--- config.mk ---
export PLATFORM = sky130hd
export DESIGN_NAME = srpc_div
export DESIGN_NICKNAME = d
export VERILOG_FILES = /design/src/rtl/srpc_div.sv
export SDC_FILE = /design/constraint.sdc
export NUM_CORES = 1
export LEC_CHECK = 0
export BUFFER_PORTS_ARGS = -buffer_cell sky130_fd_sc_hd__buf_2
export CAP_MARGIN = 25
export CORE_ASPECT_RATIO = 1.25
export CORE_UTILIZATION = 33
export DETAILED_ROUTE_END_ITERATION = 8
export PLACE_DENSITY = 0.55
export SLEW_MARGIN = 20
export SYNTH_ARGS = -nofsm -noshare
export SYNTH_HDL_FRONTEND = slang
export SYNTH_SLANG_ARGS = --single-unit
--- constraint.sdc ---
create_clock -name clock -period 7.5 [get_ports clock]
set_input_delay 0.375 -clock clock [delete_from_list [all_inputs] [get_ports clock]]
set_output_delay 0.375 -clock clock [all_outputs]
set_load 0.01 [all_outputs]
--- src/rtl/srpc_div.sv ---
module srpc_div #(
   parameter int DVD_W = 25,
   parameter int DVS_W = 17
) (
   input  logic             clock,
   input  logic             reset,
   input  logic             start,
   input  logic [DVD_W-1:0] dividend,
   input  logic [DVS_W-1:0] divisor,
   output logic             done,
   output logic [DVD_W-1:0] quotient
);

   localparam int CW = $clog2(DVD_W + 1);

   logic             busy_ff, busy_in;
   logic             done_ff, done_in;
   logic [CW-1:0]    cnt_ff, cnt_in;
   logic [DVS_W-1:0] rem_ff, rem_in;
   logic [DVS_W-1:0] dvs_ff, dvs_in;
   logic [DVD_W-1:0] quo_ff, quo_in;
   logic [DVS_W:0]   rem_sh;
   logic [DVS_W:0]   diff;
   logic             ge;

   assign rem_sh = {rem_ff, quo_ff[DVD_W-1]};
   assign diff   = rem_sh - {1'b0, dvs_ff};
   assign ge     = rem_sh >= {1'b0, dvs_ff};

   always_comb begin
      busy_in = busy_ff;
      done_in = 1'b0;
      cnt_in  = cnt_ff;
      rem_in  = rem_ff;
      dvs_in  = dvs_ff;
      quo_in  = quo_ff;
      if (start) begin
         busy_in = 1'b1;
         cnt_in  = CW'(DVD_W);
         rem_in  = '0;
         dvs_in  = divisor;
         quo_in  = dividend;
      end else if (busy_ff) begin
         rem_in = ge ? diff[DVS_W-1:0] : rem_sh[DVS_W-1:0];
         quo_in = {quo_ff[DVD_W-2:0], ge};
         cnt_in = cnt_ff - CW'(1);
         if (cnt_ff == CW'(1)) begin
            busy_in = 1'b0;
            done_in = 1'b1;
         end
      end
   end

   always_ff @(posedge clock) begin
      if (reset) begin
         busy_ff <= 1'b0;
         done_ff <= 1'b0;
         cnt_ff  <= '0;
      end else begin
         busy_ff <= busy_in;
         done_ff <= done_in;
         cnt_ff  <= cnt_in;
      end
      rem_ff <= rem_in;
      dvs_ff <= dvs_in;
      quo_ff <= quo_in;
   end

   assign done     = done_ff;
   assign quotient = quo_ff;

endmodule

==> results.json <==
{
  "core_sq_um": 10600,
  "clkSinkCount": 66,
  "postCtsSetupBuffers": 0,
  "clkTransAtPathRegs_ns": 0.06,
  "first_global_vias": 2816,
  "die_w_microns": 95.4,
  "grt_use_total": 0.161,
  "syn_inst": 332,
  "clockRootBuffer": "clkbuf_16",
  "row_count": 42,
  "worstPathArrival_ns": 3.06,
  "fin_crit_sh": 0.396,
  "io_buffers": 70,
  "max_cap_viol_count": 0,
  "h-tree-depth": 3,
  "diodes": 0,
  "place_congestion": 0.842,
  "required_ns": 7.59,
  "cts_max_path_buffers": 2,
  "ir_drop_mv": 0.134,
  "worst-r2r-setup-slack_ns": 4.53,
  "hold_viol_final": 0,
  "crit_chain": "inv_1 -> ha_1 -> inv_1 -> fa_1 -> a211oi_1 -> o211ai_1 -> nand2_1 -> a311o_2 -> nand2_1 -> mux2_2",
  "die_h_microns": 119,
  "worstPathMaxFanout": 16,
  "crit_path_start_kind": "flop",
  "grt_pass1_wl_microns": 13800,
  "multi_input_area_sq_um": 1720,
  "drt-wirelength-per-cell_microns": 15.6,
  "report.final.slew_viol_count": 0,
  "tightest_slew_ns": 1.00,
  "io_pins": 71,
  "viasPerCell": 5.22,
  "drc": 0,
  "synth_area_sq_um": 3600,
  "drtAntennaViolNets": 0,
  "post-dp-hpwl_microns": 5810,
  "rsz0062_at_grt": "false",
  "synth_nets": 397,
  "outcome": "complete, no violations",
  "drt_wl_total_microns": 8470,
  "ff_latch_area_sq_um": 1740,
  "num-fill-cells": 1043,
  "postCtsHoldBufs": 0,
  "finalSetupViolCount": 0,
  "tns_ns": 0,
  "yosysWarnings": 0,
  "ys_async_sr_fraction": 0,
  "grt_max_degree": 57,
  "critPathMaxStageDelay_ns": 0.44,
  "p_leak_nw": 1.83,
  "synth_edf_count": 42,
  "fmax_ghz": 0.337,
  "first_pass_iters": 4,
  "postSynthAreaPerCell_sq_um": 10.8,
  "fin_skew_ns": 0.00987,
  "synth_seq_cells": 66,
  "ys_seq_area_frac": 0.484,
  "synthFlopType": "edfxtp_1",
  "cts_resized": 0,
  "dr_total_vias": 2830,
  "cts_tree": "built",
  "synth_cell_types": 55,
  "clk_latency_ns": 0.34,
  "antenna_found_initial": 0,
  "drive_gt1_frac": 0.310,
  "cts_buffers": 9,
  "hold_class": "input port to flop",
  "path_class": "flop to flop",
  "endpoint_kind": "flop",
  "start_util": 0.339,
  "fin_util": 0.417,
  "drtIter0Drc": 135,
  "period_minus_slack_ns": 2.97,
  "syn_to_final_growth_pct": 23.0,
  "cpMaxStageDelayCell": "a311o_2",
  "power_density_nw_per_um2": 237,
  "synthTopCellsByArea": "edfxtp_1 35%, dfxtp_1 13%, mux2_2 7.8%",
  "synth_top_cell_area_share": 0.351,
  "synth_top_area_cell": "edfxtp_1",
  "slew_headroom": 0.330,
  "nNetsFinal": 470,
  "overflow": 0,
  "dieArea_sq_um": 11300
}
## power breakdown
group | total [W] | internal (W) | switching (W)
clock | 0.000463 | 0.000293 | 0.000169
sequential | 0.000435 | 0.000419 | 0.0000159
combinational | 0.000152 | 0.0000676 | 0.0000840
## cell usage after synthesis, types with 4 or more instances
library cell and count:
o31ai_1 4, edfxtp_1 42, dfxtp_1 24, nor3_1 6
clkbuf_1 7, nor2_1 25, nand2_1 29, o211ai_1 5
inv_1 24, xnor2_1 8, o21ai_1 4, a311oi_1 4
mux2_2 25, a21oi_1 19, nand4_1 8, nand2b_1 4
o311ai_1 4, nand3_1 5, ha_1 19, xor2_1 8
o21ai_0 11
## final cells by class
| cell class | count | share of cell area |
|---|---|---|
| sequential | 66 | 0.394 |
| multi-input combinational | 230 | 0.388 |
| timing repair buffer | 74 | 0.0876 |
| clock buffer | 9 | 0.0509 |
| tap | 132 | 0.0373 |
| clock inverter | 7 | 0.0223 |
| inverter | 24 | 0.0204 |
## state kept, by name (all words and copies together) (netlist names)
name      count
cnt_ff        5
quotient     25
done          1
dvs_ff       17
rem_ff       17
busy_ff       1
## metal layers
| metal | wire length, microns | vias up | part of all wire | global-route usage |
|---|---|---|---|---|
| met2 | 4070 | 89 | 0.48 | 0.262 |
| met1 | 3720 | 1329 | 0.44 | 0.195 |
| met3 | 501 | 17 | 0.059 | 0.0502 |
| met5 | 0 | - | 0 | 0 |
| li1 | - | 1395 | - | - |
| met4 | 181 | 0 | 0.021 | 0.0653 |
## final timing paths
kind | from | to | cells after the start
hold / removal | divisor[3] | dvs_ff[3] | 1
setup reg to reg | quotient[24] | quotient[0] | 10
setup / recovery | quotient[24] | quotient[0] | 10
hold reg to reg | rem_ff[12] | rem_ff[12] | 2
## critical path: cells and delay by family, from the launching register on
family | cells | cell delay, ns
multiplexers | 1 | 0.30
AO/OA/AOI/OAI | 3 | 0.93
adder cells (fa/ha/maj) | 2 | 0.59
AND/OR/NAND/NOR | 2 | 0.37
flip-flops | 1 | 0.40
buffers and inverters | 2 | 0.12
## per-stage QoR
stage | instances | hold WS [ns] | setup WS, ns | power (W) | instance area, sq um
2_1_floorplan | 332 | 0.447 | 4.95 | 0.000542 | 3600
3_3_place_gp | 525 | 0.476 | 4.60 | 0.000592 | 4090
3_5_place_dp | 525 | 0.479 | 4.54 | 0.000594 | 4090
4_1_cts | 541 | 0.204 | 4.53 | 0.00106 | 4410
5_1_grt | 542 | 0.203 | 4.33 | 0.00110 | 4430
6_report | 542 | 0.209 | 4.53 | 0.00105 | 4430
## kinds of logic after synthesis
kind of cell / share of synthesized area
mux: 0.0783
simple gates: 0.121
flops: 0.484
fa+ha+maj: 0.0717
compound gates: 0.167
buf+inv: 0.0386
xor+xnor: 0.0390
## cell usage in the layout, fill, tap and decap left out, drive strengths merged, types with 2 or more instances in the layout
cell type	synthesis	routed
nand2b	4	4
o311ai	4	4
edfxtp	42	42
or3	4	4
nand4	8	8
buf	5	74
nor3	6	6
a2111oi	3	3
a41oi	2	2
mux2	25	25
a311oi	5	5
o211ai	6	6
clkbuf	7	9
nor2	26	26
dfxtp	24	24
o221ai	2	2
a21oi	20	20
inv	24	26
a211oi	3	3
clkinv	0	2
o31ai	4	4
xnor2	8	8
o21ai	15	15
nand2	29	29
ha	19	19
and2	3	3
xor2	8	8
a21o	3	3
nand3	5	5
bufinv	0	2
a211o	2	2
(Power assumes the default switching activity.)
